[src/sv/alignment_compartment_exon_scorer_top_assert.svh]
// Assertion macros shared by the exon scorer RTL files.
// Each macro expects clk_i and rst_ni to be visible in the module that uses it.
`ifndef ALIGNMENT_COMPARTMENT_EXON_SCORER_TOP_ASSERT_SVH
`define ALIGNMENT_COMPARTMENT_EXON_SCORER_TOP_ASSERT_SVH

// The consequent must hold in the same cycle as the antecedent.
`define ACES_ASSERT_HOLDS(name, ante, cons, msg) \
  name: assert property (@(posedge clk_i) disable iff (!rst_ni) (ante) |-> (cons)) \
    else $error(msg);

// The consequent must hold in the cycle after the antecedent.
`define ACES_ASSERT_NEXT(name, ante, cons, msg) \
  name: assert property (@(posedge clk_i) disable iff (!rst_ni) (ante) |=> (cons)) \
    else $error(msg);

`endif

[src/sv/aces_pkg.sv]
// Package for the alignment compartment exon scorer.
// Holds widths, register indexes and the payload types used by all RTL files.
`default_nettype none

package aces_pkg;

  // Field widths.
  localparam int CoordW        = 32;
  localparam int LenW          = 32;
  localparam int IdentW        = 17;
  localparam int IdentFracBits = 16;
  localparam int ExonW         = 16;
  localparam int MatchW        = 32;
  localparam int BinW          = 4;
  localparam int CfgW          = 16;
  localparam int CfgIdxW       = 2;

  // Internal widths.
  localparam int SumW  = 64;
  localparam int OpW   = (CoordW > LenW) ? CoordW : LenW;
  localparam int ProdW = OpW + IdentW;
  // Ten times a saturated match count fits in BinW more bits.
  localparam int NumW  = MatchW + BinW;
  localparam int StepW = $clog2(BinW);

  // Queue between the front and the back.
  localparam int FifoDepth = 2;
  localparam int FifoPtrW  = (FifoDepth > 1) ? $clog2(FifoDepth) : 1;
  localparam int FifoCntW  = $clog2(FifoDepth + 1);

  // Register indexes.
  localparam logic [CfgIdxW-1:0] CfgMinExon   = CfgIdxW'(0);
  localparam logic [CfgIdxW-1:0] CfgMinIntron = CfgIdxW'(1);

  // Register reset values.
  localparam logic [CfgW-1:0] MinExonReset   = CfgW'(10);
  localparam logic [CfgW-1:0] MinIntronReset = CfgW'(25);

  localparam logic [ExonW-1:0] ExonMax = '1;
  localparam logic [BinW-1:0]  BinMax  = '1;

  typedef struct packed {
    logic [CoordW-1:0] query_start;
    logic [CoordW-1:0] query_stop;
    logic [CoordW-1:0] subj_start;
    logic [CoordW-1:0] subj_stop;
    logic [LenW-1:0]   hit_length;
    logic [IdentW-1:0] identity;
    logic              plus_strand;
    logic [LenW-1:0]   query_length;
    logic              last_hit;
  } hit_t;

  typedef struct packed {
    logic [ExonW-1:0]  exon_count;
    logic [MatchW-1:0] match_count;
    logic [BinW-1:0]   identity_bin;
  } score_t;

  typedef struct packed {
    logic [CfgW-1:0] min_exon_length;
    logic [CfgW-1:0] min_intron_length;
  } cfg_t;

  // One closed compartment on its way to the back.
  typedef struct packed {
    logic [ExonW-1:0] exon_count;
    logic [SumW-1:0]  match_sum;
    logic [LenW-1:0]  query_length;
  } entry_t;

  // Queue handshake seen from one side.
  typedef struct packed {
    logic full;
    logic empty;
  } fifo_status_t;

  typedef enum logic [2:0] {
    BK_IDLE,
    BK_ROUND,
    BK_SCALE,
    BK_CHECK,
    BK_DIV,
    BK_DONE
  } back_state_e;

endpackage

`default_nettype wire

[src/sv/alignment_compartment_exon_scorer_top.sv]
// Top level of the alignment compartment exon scorer: configuration registers,
// front, queue and back. Depends on aces_pkg, aces_front, aces_fifo, aces_back.
//
//   channel   direction  handshake         payload
//   hits      in         push / full       hit_i (hit_t)
//   scores    out        empty / pop       score_o (score_t)
//   config    in         cfg_we_i          cfg_idx_i, cfg_data_i
//
// The front takes one hit per cycle when not held; a hit passes three register
// stages (capture, operand, multiply) before its product is summed.
// A closing hit enters the two-entry queue; the back works on one compartment at a time
// (rounding, scaling by ten, one quotient bit per cycle over four).
// The front holds (full high) only when a closing hit meets a full queue.
// Reset clears all control state and sets the exon tally to one; no clearing pass.
`default_nettype none

module alignment_compartment_exon_scorer_top import aces_pkg::*; (
  input  logic               clk_i,
  input  logic               rst_ni,
  input  logic               cfg_we_i,
  input  logic [CfgIdxW-1:0] cfg_idx_i,
  input  logic [CfgW-1:0]    cfg_data_i,
  input  hit_t               hit_i,
  input  logic               push,
  output logic               full,
  output score_t             score_o,
  output logic               empty,
  input  logic               pop
);

  cfg_t         cfg_q;
  fifo_status_t fifo_st;
  logic         fifo_push;
  logic         fifo_pop;
  entry_t       fifo_wdata;
  entry_t       fifo_rdata;
  logic         push_ok;
  logic         pop_ok;

  // Configuration register writes; unknown indexes are ignored.
  always_ff @(posedge clk_i or negedge rst_ni) begin
    if (!rst_ni) begin
      cfg_q.min_exon_length   <= MinExonReset;
      cfg_q.min_intron_length <= MinIntronReset;
    end else if (cfg_we_i) begin
      unique case (cfg_idx_i)
        CfgMinExon:   cfg_q.min_exon_length   <= cfg_data_i;
        CfgMinIntron: cfg_q.min_intron_length <= cfg_data_i;
        default: begin
        end
      endcase
    end
  end

  // Qualified transactions on the two queue-like sides.
  assign push_ok = push && !full;
  assign pop_ok  = pop && !empty;

  aces_front u_front (
    .clk_i       (clk_i),
    .rst_ni      (rst_ni),
    .cfg_i       (cfg_q),
    .hit_i       (hit_i),
    .push        (push_ok),
    .full        (full),
    .fifo_i      (fifo_st),
    .fifo_push_o (fifo_push),
    .fifo_data_o (fifo_wdata)
  );

  aces_fifo u_fifo (
    .clk_i   (clk_i),
    .rst_ni  (rst_ni),
    .push_i  (fifo_push),
    .data_i  (fifo_wdata),
    .pop_i   (fifo_pop),
    .data_o  (fifo_rdata),
    .full_o  (fifo_st.full),
    .empty_o (fifo_st.empty)
  );

  aces_back u_back (
    .clk_i       (clk_i),
    .rst_ni      (rst_ni),
    .fifo_i      (fifo_st),
    .fifo_data_i (fifo_rdata),
    .fifo_pop_o  (fifo_pop),
    .score_o     (score_o),
    .empty       (empty),
    .pop         (pop_ok)
  );

endmodule

`default_nettype wire

[src/sv/aces_fifo.sv]
// Short register queue carrying closed compartments from the front to the back.
// Depends on aces_pkg for the entry type and the queue depth.
`default_nettype none
`include "alignment_compartment_exon_scorer_top_assert.svh"

module aces_fifo import aces_pkg::*; (
  input  logic   clk_i,
  input  logic   rst_ni,
  input  logic   push_i,
  input  entry_t data_i,
  input  logic   pop_i,
  output entry_t data_o,
  output logic   full_o,
  output logic   empty_o
);

  entry_t                mem_q [FifoDepth];
  logic [FifoPtrW-1:0]   wr_ptr_q, wr_ptr_d;
  logic [FifoPtrW-1:0]   rd_ptr_q, rd_ptr_d;
  logic [FifoCntW-1:0]   cnt_q, cnt_d;

  assign full_o  = (cnt_q == FifoCntW'(FifoDepth));
  assign empty_o = (cnt_q == '0);
  assign data_o  = mem_q[rd_ptr_q];

  // Pointer and fill count update.
  always_comb begin
    wr_ptr_d = wr_ptr_q;
    rd_ptr_d = rd_ptr_q;
    cnt_d    = cnt_q;
    if (push_i) begin
      wr_ptr_d = (wr_ptr_q == FifoPtrW'(FifoDepth - 1)) ? '0 : wr_ptr_q + 1'b1;
    end
    if (pop_i) begin
      rd_ptr_d = (rd_ptr_q == FifoPtrW'(FifoDepth - 1)) ? '0 : rd_ptr_q + 1'b1;
    end
    if (push_i && !pop_i) begin
      cnt_d = cnt_q + 1'b1;
    end else if (pop_i && !push_i) begin
      cnt_d = cnt_q - 1'b1;
    end
  end

  always_ff @(posedge clk_i or negedge rst_ni) begin
    if (!rst_ni) begin
      wr_ptr_q <= '0;
      rd_ptr_q <= '0;
      cnt_q    <= '0;
    end else begin
      wr_ptr_q <= wr_ptr_d;
      rd_ptr_q <= rd_ptr_d;
      cnt_q    <= cnt_d;
    end
  end

  // Entry storage, no reset needed.
  always_ff @(posedge clk_i) begin
    if (push_i) begin
      mem_q[wr_ptr_q] <= data_i;
    end
  end

  `ACES_ASSERT_HOLDS(a_push_has_room, push_i, !full_o, "push into a full queue")
  `ACES_ASSERT_HOLDS(a_pop_has_data, pop_i, !empty_o, "pop from an empty queue")

endmodule

`default_nettype wire

[src/sv/aces_front.sv]
// Front of the exon scorer: takes hits, updates the compartment state and
// accumulates the weighted match sum. Depends on aces_pkg.
`default_nettype none
`include "alignment_compartment_exon_scorer_top_assert.svh"

module aces_front import aces_pkg::*; (
  input  logic         clk_i,
  input  logic         rst_ni,
  input  cfg_t         cfg_i,
  input  hit_t         hit_i,
  input  logic         push,
  output logic         full,
  input  fifo_status_t fifo_i,
  output logic         fifo_push_o,
  output entry_t       fifo_data_o
);

  // Stage 1: captured hit.
  hit_t s1_q;
  logic s1_v_q;

  // Stage 2: multiplier operands.
  logic              s2_v_q;
  logic [OpW-1:0]    s2_op_q, s2_op_d;
  logic [IdentW-1:0] s2_ident_q;
  logic              s2_last_q;
  logic [ExonW-1:0]  s2_exon_q, s2_exon_d;
  logic [LenW-1:0]   s2_qlen_q;

  // Stage 3: product.
  logic             s3_v_q;
  logic [ProdW-1:0] s3_prod_q;
  logic             s3_last_q;
  logic [ExonW-1:0] s3_exon_q;
  logic [LenW-1:0]  s3_qlen_q;

  // Compartment state.
  logic              have_prev_q, have_prev_d;
  logic [CoordW-1:0] prev_qstop_q, prev_qstop_d;
  logic [CoordW-1:0] prev_sstop_q, prev_sstop_d;
  logic              strand_q, strand_d;
  logic [ExonW-1:0]  exon_q, exon_d;
  logic [SumW-1:0]   sum_q, sum_d;

  logic              en;
  logic              advance_ok;
  logic              new_exon;
  logic [CoordW+1:0] gap_lhs, gap_rhs;
  logic [CoordW-1:0] q0max;
  logic [SumW:0]     sum_ext;
  logic [SumW-1:0]   sum_new;

  // The whole pipeline holds only when a closing hit meets a full queue.
  assign en   = !(s3_v_q && s3_last_q && fifo_i.full);
  assign full = !en;

  // Query advance, subject gap and match operand for the hit in stage 1.
  always_comb begin
    advance_ok = ({1'b0, prev_qstop_q} + (CoordW+1)'(cfg_i.min_exon_length))
                 <= {1'b0, s1_q.query_stop};
    if (strand_q) begin
      gap_lhs = (CoordW+2)'(prev_sstop_q) + (CoordW+2)'(cfg_i.min_intron_length)
                + (CoordW+2)'(s1_q.query_start);
      gap_rhs = (CoordW+2)'(s1_q.subj_start) + (CoordW+2)'(prev_qstop_q);
    end else begin
      gap_lhs = (CoordW+2)'(s1_q.subj_start) + (CoordW+2)'(s1_q.query_start)
                + (CoordW+2)'(cfg_i.min_intron_length);
      gap_rhs = (CoordW+2)'(prev_sstop_q) + (CoordW+2)'(prev_qstop_q);
    end
    new_exon = (gap_lhs <= gap_rhs);
    q0max = (prev_qstop_q > s1_q.query_start) ? prev_qstop_q : s1_q.query_start;

    have_prev_d  = have_prev_q;
    strand_d     = strand_q;
    exon_d       = exon_q;
    s2_op_d      = '0;
    if (!have_prev_q) begin
      strand_d    = s1_q.plus_strand;
      exon_d      = ExonW'(1);
      s2_op_d     = OpW'(s1_q.hit_length);
      have_prev_d = 1'b1;
    end else if (advance_ok) begin
      if (new_exon && (exon_q != ExonMax)) begin
        exon_d = exon_q + 1'b1;
      end
      if (s1_q.query_stop > q0max) begin
        s2_op_d = OpW'(s1_q.query_stop - q0max);
      end
    end
    prev_qstop_d = s1_q.query_stop;
    prev_sstop_d = s1_q.subj_stop;
    s2_exon_d    = exon_d;

    // A closing hit resets the compartment.
    if (s1_q.last_hit) begin
      have_prev_d  = 1'b0;
      prev_qstop_d = '0;
      prev_sstop_d = '0;
      strand_d     = 1'b0;
      exon_d       = ExonW'(1);
    end
  end

  // Saturating accumulate of the product in stage 3.
  always_comb begin
    sum_ext = {1'b0, sum_q} + (SumW+1)'(s3_prod_q);
    sum_new = sum_ext[SumW] ? '1 : sum_ext[SumW-1:0];
    sum_d   = s3_last_q ? '0 : sum_new;
  end

  assign fifo_push_o              = en && s3_v_q && s3_last_q;
  assign fifo_data_o.exon_count   = s3_exon_q;
  assign fifo_data_o.match_sum    = sum_new;
  assign fifo_data_o.query_length = s3_qlen_q;

  // Control state.
  always_ff @(posedge clk_i or negedge rst_ni) begin
    if (!rst_ni) begin
      s1_v_q       <= 1'b0;
      s2_v_q       <= 1'b0;
      s3_v_q       <= 1'b0;
      have_prev_q  <= 1'b0;
      prev_qstop_q <= '0;
      prev_sstop_q <= '0;
      strand_q     <= 1'b0;
      exon_q       <= ExonW'(1);
      sum_q        <= '0;
    end else if (en) begin
      s1_v_q <= push;
      s2_v_q <= s1_v_q;
      s3_v_q <= s2_v_q;
      if (s1_v_q) begin
        have_prev_q  <= have_prev_d;
        prev_qstop_q <= prev_qstop_d;
        prev_sstop_q <= prev_sstop_d;
        strand_q     <= strand_d;
        exon_q       <= exon_d;
      end
      if (s3_v_q) begin
        sum_q <= sum_d;
      end
    end
  end

  // Payload registers.
  always_ff @(posedge clk_i) begin
    if (en) begin
      if (push) begin
        s1_q <= hit_i;
      end
      s2_op_q    <= s2_op_d;
      s2_ident_q <= s1_q.identity;
      s2_last_q  <= s1_v_q && s1_q.last_hit;
      s2_exon_q  <= s2_exon_d;
      s2_qlen_q  <= s1_q.query_length;
      s3_prod_q  <= ProdW'(s2_op_q) * ProdW'(s2_ident_q);
      s3_last_q  <= s2_v_q && s2_last_q;
      s3_exon_q  <= s2_exon_q;
      s3_qlen_q  <= s2_qlen_q;
    end
  end

  `ACES_ASSERT_HOLDS(a_exon_nonzero, 1'b1, exon_q != '0, "exon tally reached zero")
  `ACES_ASSERT_NEXT(a_close_clears, en && s1_v_q && s1_q.last_hit, !have_prev_q,
                    "closing hit did not clear the compartment")

endmodule

`default_nettype wire

[src/sv/aces_back.sv]
// Back of the exon scorer: rounds the match sum, scales it by ten and divides by
// the query length one quotient bit per cycle. Depends on aces_pkg.
`default_nettype none
`include "alignment_compartment_exon_scorer_top_assert.svh"

module aces_back import aces_pkg::*; (
  input  logic         clk_i,
  input  logic         rst_ni,
  input  fifo_status_t fifo_i,
  input  entry_t       fifo_data_i,
  output logic         fifo_pop_o,
  output score_t       score_o,
  output logic         empty,
  input  logic         pop
);

  back_state_e state_q, state_d;

  entry_t            ent_q;
  logic [MatchW-1:0] rnd_q;
  logic [NumW-1:0]   rem_q;
  logic [BinW-1:0]   quo_q;
  logic [StepW-1:0]  step_q;
  score_t            out_q;
  logic              out_v_q;

  logic                        out_load;
  logic [SumW-IdentFracBits:0] rnd_ext;
  logic [MatchW-1:0]           rnd_sat;
  logic [NumW-1:0]             num_x10;
  logic [NumW-1:0]             qlen_ext;
  logic [NumW-1:0]             trial;
  logic [NumW-1:0]             div_bound;
  logic                        saturate;

  // Datapath helpers.
  always_comb begin
    rnd_ext  = (SumW-IdentFracBits+1)'(ent_q.match_sum[SumW-1:IdentFracBits])
               + (SumW-IdentFracBits+1)'(ent_q.match_sum[IdentFracBits-1]);
    rnd_sat  = (rnd_ext[SumW-IdentFracBits:MatchW] != '0) ? '1 : rnd_ext[MatchW-1:0];
    num_x10  = (NumW'(rnd_q) << 3) + (NumW'(rnd_q) << 1);
    qlen_ext = NumW'(ent_q.query_length);
    trial    = qlen_ext << step_q;
    div_bound = qlen_ext << ({1'b0, step_q} + 1'b1);
    saturate = (ent_q.query_length == '0) || (rem_q >= (qlen_ext << BinW));
  end

  // Next state.
  always_comb begin
    state_d = state_q;
    unique case (state_q)
      BK_IDLE:  if (!fifo_i.empty) state_d = BK_ROUND;
      BK_ROUND: state_d = BK_SCALE;
      BK_SCALE: state_d = BK_CHECK;
      BK_CHECK: state_d = saturate ? BK_DONE : BK_DIV;
      BK_DIV:   if (step_q == '0) state_d = BK_DONE;
      BK_DONE:  if (!out_v_q || pop) state_d = BK_IDLE;
      default:  state_d = BK_IDLE;
    endcase
  end

  // State outputs.
  always_comb begin
    fifo_pop_o = 1'b0;
    out_load   = 1'b0;
    unique case (state_q)
      BK_IDLE: fifo_pop_o = !fifo_i.empty;
      BK_DONE: out_load   = !out_v_q || pop;
      default: begin
        fifo_pop_o = 1'b0;
        out_load   = 1'b0;
      end
    endcase
  end

  always_ff @(posedge clk_i or negedge rst_ni) begin
    if (!rst_ni) begin
      state_q <= BK_IDLE;
      out_v_q <= 1'b0;
    end else begin
      state_q <= state_d;
      if (out_load) begin
        out_v_q <= 1'b1;
      end else if (pop) begin
        out_v_q <= 1'b0;
      end
    end
  end

  // Rounding, scaling and restoring division.
  always_ff @(posedge clk_i) begin
    case (state_q)
      BK_IDLE: begin
        ent_q <= fifo_data_i;
      end
      BK_ROUND: begin
        rnd_q <= rnd_sat;
      end
      BK_SCALE: begin
        rem_q <= num_x10;
      end
      BK_CHECK: begin
        quo_q  <= saturate ? BinMax : '0;
        step_q <= StepW'(BinW - 1);
      end
      BK_DIV: begin
        if (rem_q >= trial) begin
          rem_q         <= rem_q - trial;
          quo_q[step_q] <= 1'b1;
        end
        step_q <= step_q - 1'b1;
      end
      default: begin
      end
    endcase
    if (out_load) begin
      out_q.exon_count   <= ent_q.exon_count;
      out_q.match_count  <= rnd_q;
      out_q.identity_bin <= quo_q;
    end
  end

  assign score_o = out_q;
  assign empty   = !out_v_q;

  `ACES_ASSERT_HOLDS(a_div_remainder, state_q == BK_DIV, rem_q < div_bound,
                     "division remainder out of range")

endmodule

`default_nettype wire

[config.mk]
export PLATFORM = sky130hd
export DESIGN_NAME = alignment_compartment_exon_scorer_top
export DESIGN_NICKNAME = d
export VERILOG_FILES = /design/src/sv/aces_pkg.sv /design/src/sv/alignment_compartment_exon_scorer_top.sv /design/src/sv/aces_fifo.sv /design/src/sv/aces_front.sv /design/src/sv/aces_back.sv
export VERILOG_INCLUDE_DIRS = /design/src /design/src/sv
export SDC_FILE = /design/constraint.sdc
export NUM_CORES = 2
export LEC_CHECK = 0
export BUFFER_PORTS_ARGS = -buffer_cell sky130_fd_sc_hd__buf_2
export CORE_MARGIN = 3
export CORE_UTILIZATION = 45
export DETAILED_ROUTE_END_ITERATION = 8
export GPL_TIMING_DRIVEN = 1
export REMOVE_ABC_BUFFERS = 1
export SLEW_MARGIN = 20
export SYNTH_ARGS = -nofsm -noshare
export SYNTH_HDL_FRONTEND = slang
export SYNTH_SLANG_ARGS = --single-unit
[constraint.sdc]
create_clock -name clk_i -period 14.9 [get_ports clk_i]
set_input_delay 0.745 -clock clk_i [delete_from_list [all_inputs] [get_ports clk_i]]
set_output_delay 0.745 -clock clk_i [all_outputs]
set_load 0.005 [all_outputs]
==> run_results.csv <==
group,metric,value,unit
status,status,"complete, no violations",
drt,routed_wl,190800,µm
floorplanning,coreArea,0.1615,mm²
drt,drtIter0Drc,3239,
critical_path,cp_num_buf_inv,1,
critical_path,path_depth,32,
clock_network,cts_resized,0,
logic_synthesis,synth.avg_cell_area,10.71,µm²
global_route,grt_pass1_wl,300000,µm
clock_network,cts.hold.buffers_added,0,
final_layout,n_fill_cell,14596,
logic_synthesis,synthTopCellsByArea,"edfxtp_1 (34%), fa_1 (12%), ha_1 (9.4%)",
drt,drc,0,
place,detailed_place_hpwl,146800,µm
critical_path,cp.required,15.54,ns
clock_network,clk_path_buf_depth,3,
global_route,grt_max_degree,119,
drt,antenna_left,0,
logic_synthesis,synth.most_common_cell,"nand2_1",
drt,post_drt_wl_per_cell,20.42,µm
place,gp_congestion,0.9416,
clock_network,cts-buffers-inserted,112,
logic_synthesis,post-synth-top-area-fraction,0.3362,
global_route,antenna_found_initial,2,
logic_synthesis,ys_types,113,
logic_synthesis,ys_ff_latch,1013,
timing,setup_ws,6.009,ns
clock_network,htreeDepth,3,
clock_network,cts_setup_buffers,0,
floorplanning,rows,147,
final_layout,drive_gt1_frac,0.1132,
drt,routed_via_density,5.543,
logic_synthesis,synth_edf_count,824,
critical_path,crit_family,"compound AO/OA/AOI/OAI gates",
floorplanning,start_util,0.4557,
clock_network,clock_latency,0.78,ns
critical_path,crit_path_end,"u_front.s2_exon_q[13]",
global_route,grt_pass1_vias,53265,
floorplanning,chipWidth,410.4,µm
drt,first_pass_iters,7,
timing,tns,0,ns
logic_synthesis,synth_top_area_cell,"edfxtp_1",
critical_path,slowest_delay,0.64,ns
hold_path,hp-class,"primary input to asynchronous set/reset pin",
critical_path,crit_fanout,22,
critical_path,r2r_end,"u_front.s2_exon_q[13]",
clock_network,clk_pin_slew,0.07,ns
place,place_ws,6.003,ns
final_layout,synthToLayoutAreaGrowth,10.53,%
logic_synthesis,async_reset_ff_frac,0.1866,
critical_path,ff2ff_path_depth,32,
logic_synthesis,yosysSeqAreaShare,0.4006,
timing,clock.fmax,0.1125,GHz
critical_path,path_common_cell,"a21oi_1",
floorplanning,ios,288,
logic_synthesis,synth_flop_cell,"edfxtp_1",
critical_path,start_kind,"register",
clock_network,cts_tree,"done",
timing,clock_skew,0.05077,ns
logic_synthesis,netlist_instances,6868,
flow_run,maxCapViolCount,0,
final_layout,final_nets,8330,
timing,worst_slew_pin_slew,1.080,ns
timing,rsz0062_at_grt,"false",
logic_synthesis,synth_area,0.07359,mm²
critical_path,crit_path_end_kind,"register",
drt,vias,51786,
floorplanning,die_area,0.1684,mm²
timing,slew_headroom,0.2703,
place,port_buffers,287,
clock_network,cts.sink_count,1013,
critical_path,slowest_stage,"o41ai_1",
critical_path,r2r_start,"cfg_q[1]",
timing,finalHoldViolCount,0,
global_route,track_usage,0.2263,
critical_path,worstSetupPathType,"register to register",
logic_synthesis,synth_common_cells,"nand2_1 (862), edfxtp_1 (824), inv_1 (696), ha_1 (553), fa_1 (459)",
floorplanning,die_h,410.4,µm
critical_path,cp.arrival,9.53,ns
critical_path,regToRegSetupSlack,6.01,ns
timing,slew_violations,0,
global_route,grt_remaining_overflow,0,
timing,fin_crit_sh,0.5967,
timing,final.min_clock_period,8.891,ns
timing,final-setup-viol-count,0,
logic_synthesis,yosysWarningCount,0,
critical_path,startpoint,"cfg_q[1]",
clock_network,cts_root_buf,"clkbuf_16",
[cells by family after synthesis]
group / count (synthesis) / synth area share
flip-flops: 1013 / 0.4006
XOR/XNOR: 359 / 0.04283
adder cells (fa/ha/maj): 1012 / 0.2189
AND/OR/NAND/NOR: 1906 / 0.1243
AO/OA/AOI/OAI: 1395 / 0.1263
multiplexers: 236 / 0.03831
buffers and inverters: 947 / 0.04881
[per-stage QoR]
| step | util | hold slack (ns) | std cells | instance area [µm²] |
|---|---|---|---|---|
| CTS | 0.5036 | 0.004871 | 9341 | 81320 |
| detailed placement | 0.4791 | 0.4045 | 9129 | 77360 |
| finish | 0.5037 | 0.03677 | 9343 | 81340 |
| global route | 0.5037 | 0.03824 | 9342 | 81340 |
| floorplan | - | 0.4003 | 6618 | 72610 |
| global placement | 0.4791 | 0.4006 | 9129 | 77360 |
[placed cells by master (no fill, tap or decap), drive strengths merged, types with 59 or more instances in the layout]
cell / netlist / layout
a21o: 204 / 204
a21oi: 367 / 367
and2: 170 / 170
and3: 68 / 68
buf: 21 / 351
clkbuf: 229 / 139
dfrtp: 183 / 183
edfxtp: 824 / 824
fa: 459 / 459
ha: 553 / 553
inv: 696 / 707
mux2: 165 / 165
nand2: 864 / 864
nand2b: 97 / 97
nand3: 115 / 115
nand4: 80 / 80
nor2: 242 / 242
nor3: 88 / 88
o21a: 67 / 67
o21ai: 285 / 285
o31ai: 59 / 59
xnor2: 231 / 231
xor2: 128 / 128
[routing by layer]
metal,part of all wire,track usage,vias to the layer above,routed length (µm)
met1,0.43,0.2894,25637,81640
met5,0,0,-,0
met4,0.038,0.08421,0,7277
li1,-,-,24592,-
met3,0.039,0.02604,333,7447
met2,0.49,0.3943,1224,94380
[state kept, by name, indices dropped and copies added (netlist names), 16 cells and up]
register and flops:
cfg_q 32, u_back.ent_q 97, u_back.rem_q 36, u_back.rnd_q 32, u_back.score_o 52, u_fifo.mem_q 194, u_front.exon_q 16, u_front.prev_qstop_q 32
u_front.prev_sstop_q 32, u_front.s1_q 211, u_front.s2_exon_q 16, u_front.s2_ident_q 17, u_front.s2_op_q 32, u_front.s2_qlen_q 32, u_front.s3_exon_q 16, u_front.s3_prod_q 49
u_front.s3_qlen_q 32, u_front.sum_q 64
[cell type report]
type | count | area (µm²) | share of cell area
timing repair buffer | 352 | 1953 | 0.02401
multi-input combinational | 4908 | 40620 | 0.4994
clock buffer | 138 | 2970 | 0.03652
antenna | 1 | 2.502 | 0.00003076
inverter | 697 | 2616 | 0.03216
tap | 2160 | 2703 | 0.03323
clock inverter | 74 | 989.7 | 0.01217
sequential | 1013 | 29490 | 0.3625
[worst min-delay path by stage]
stage	startpoint	to	slack (ns)	depth (start not counted)
floorplan	u_back.ent_q[96]	u_back.score_o[36]	0.40	0
global placement	u_front.s1_q[35]	u_front.s2_ident_q[1]	0.40	0
detailed placement	u_back.ent_q[99]	u_back.score_o[39]	0.40	0
CTS	rst_ni	u_front.prev_sstop_q[18]	0.005	1
global route	rst_ni	u_front.prev_sstop_q[21]	0.04	1
finish	rst_ni	u_front.prev_sstop_q[18]	0.04	1
Power is left out: the tool's default activity adds up to more than one toggle a clock period on the data nets, which glitch-free logic cannot reach.
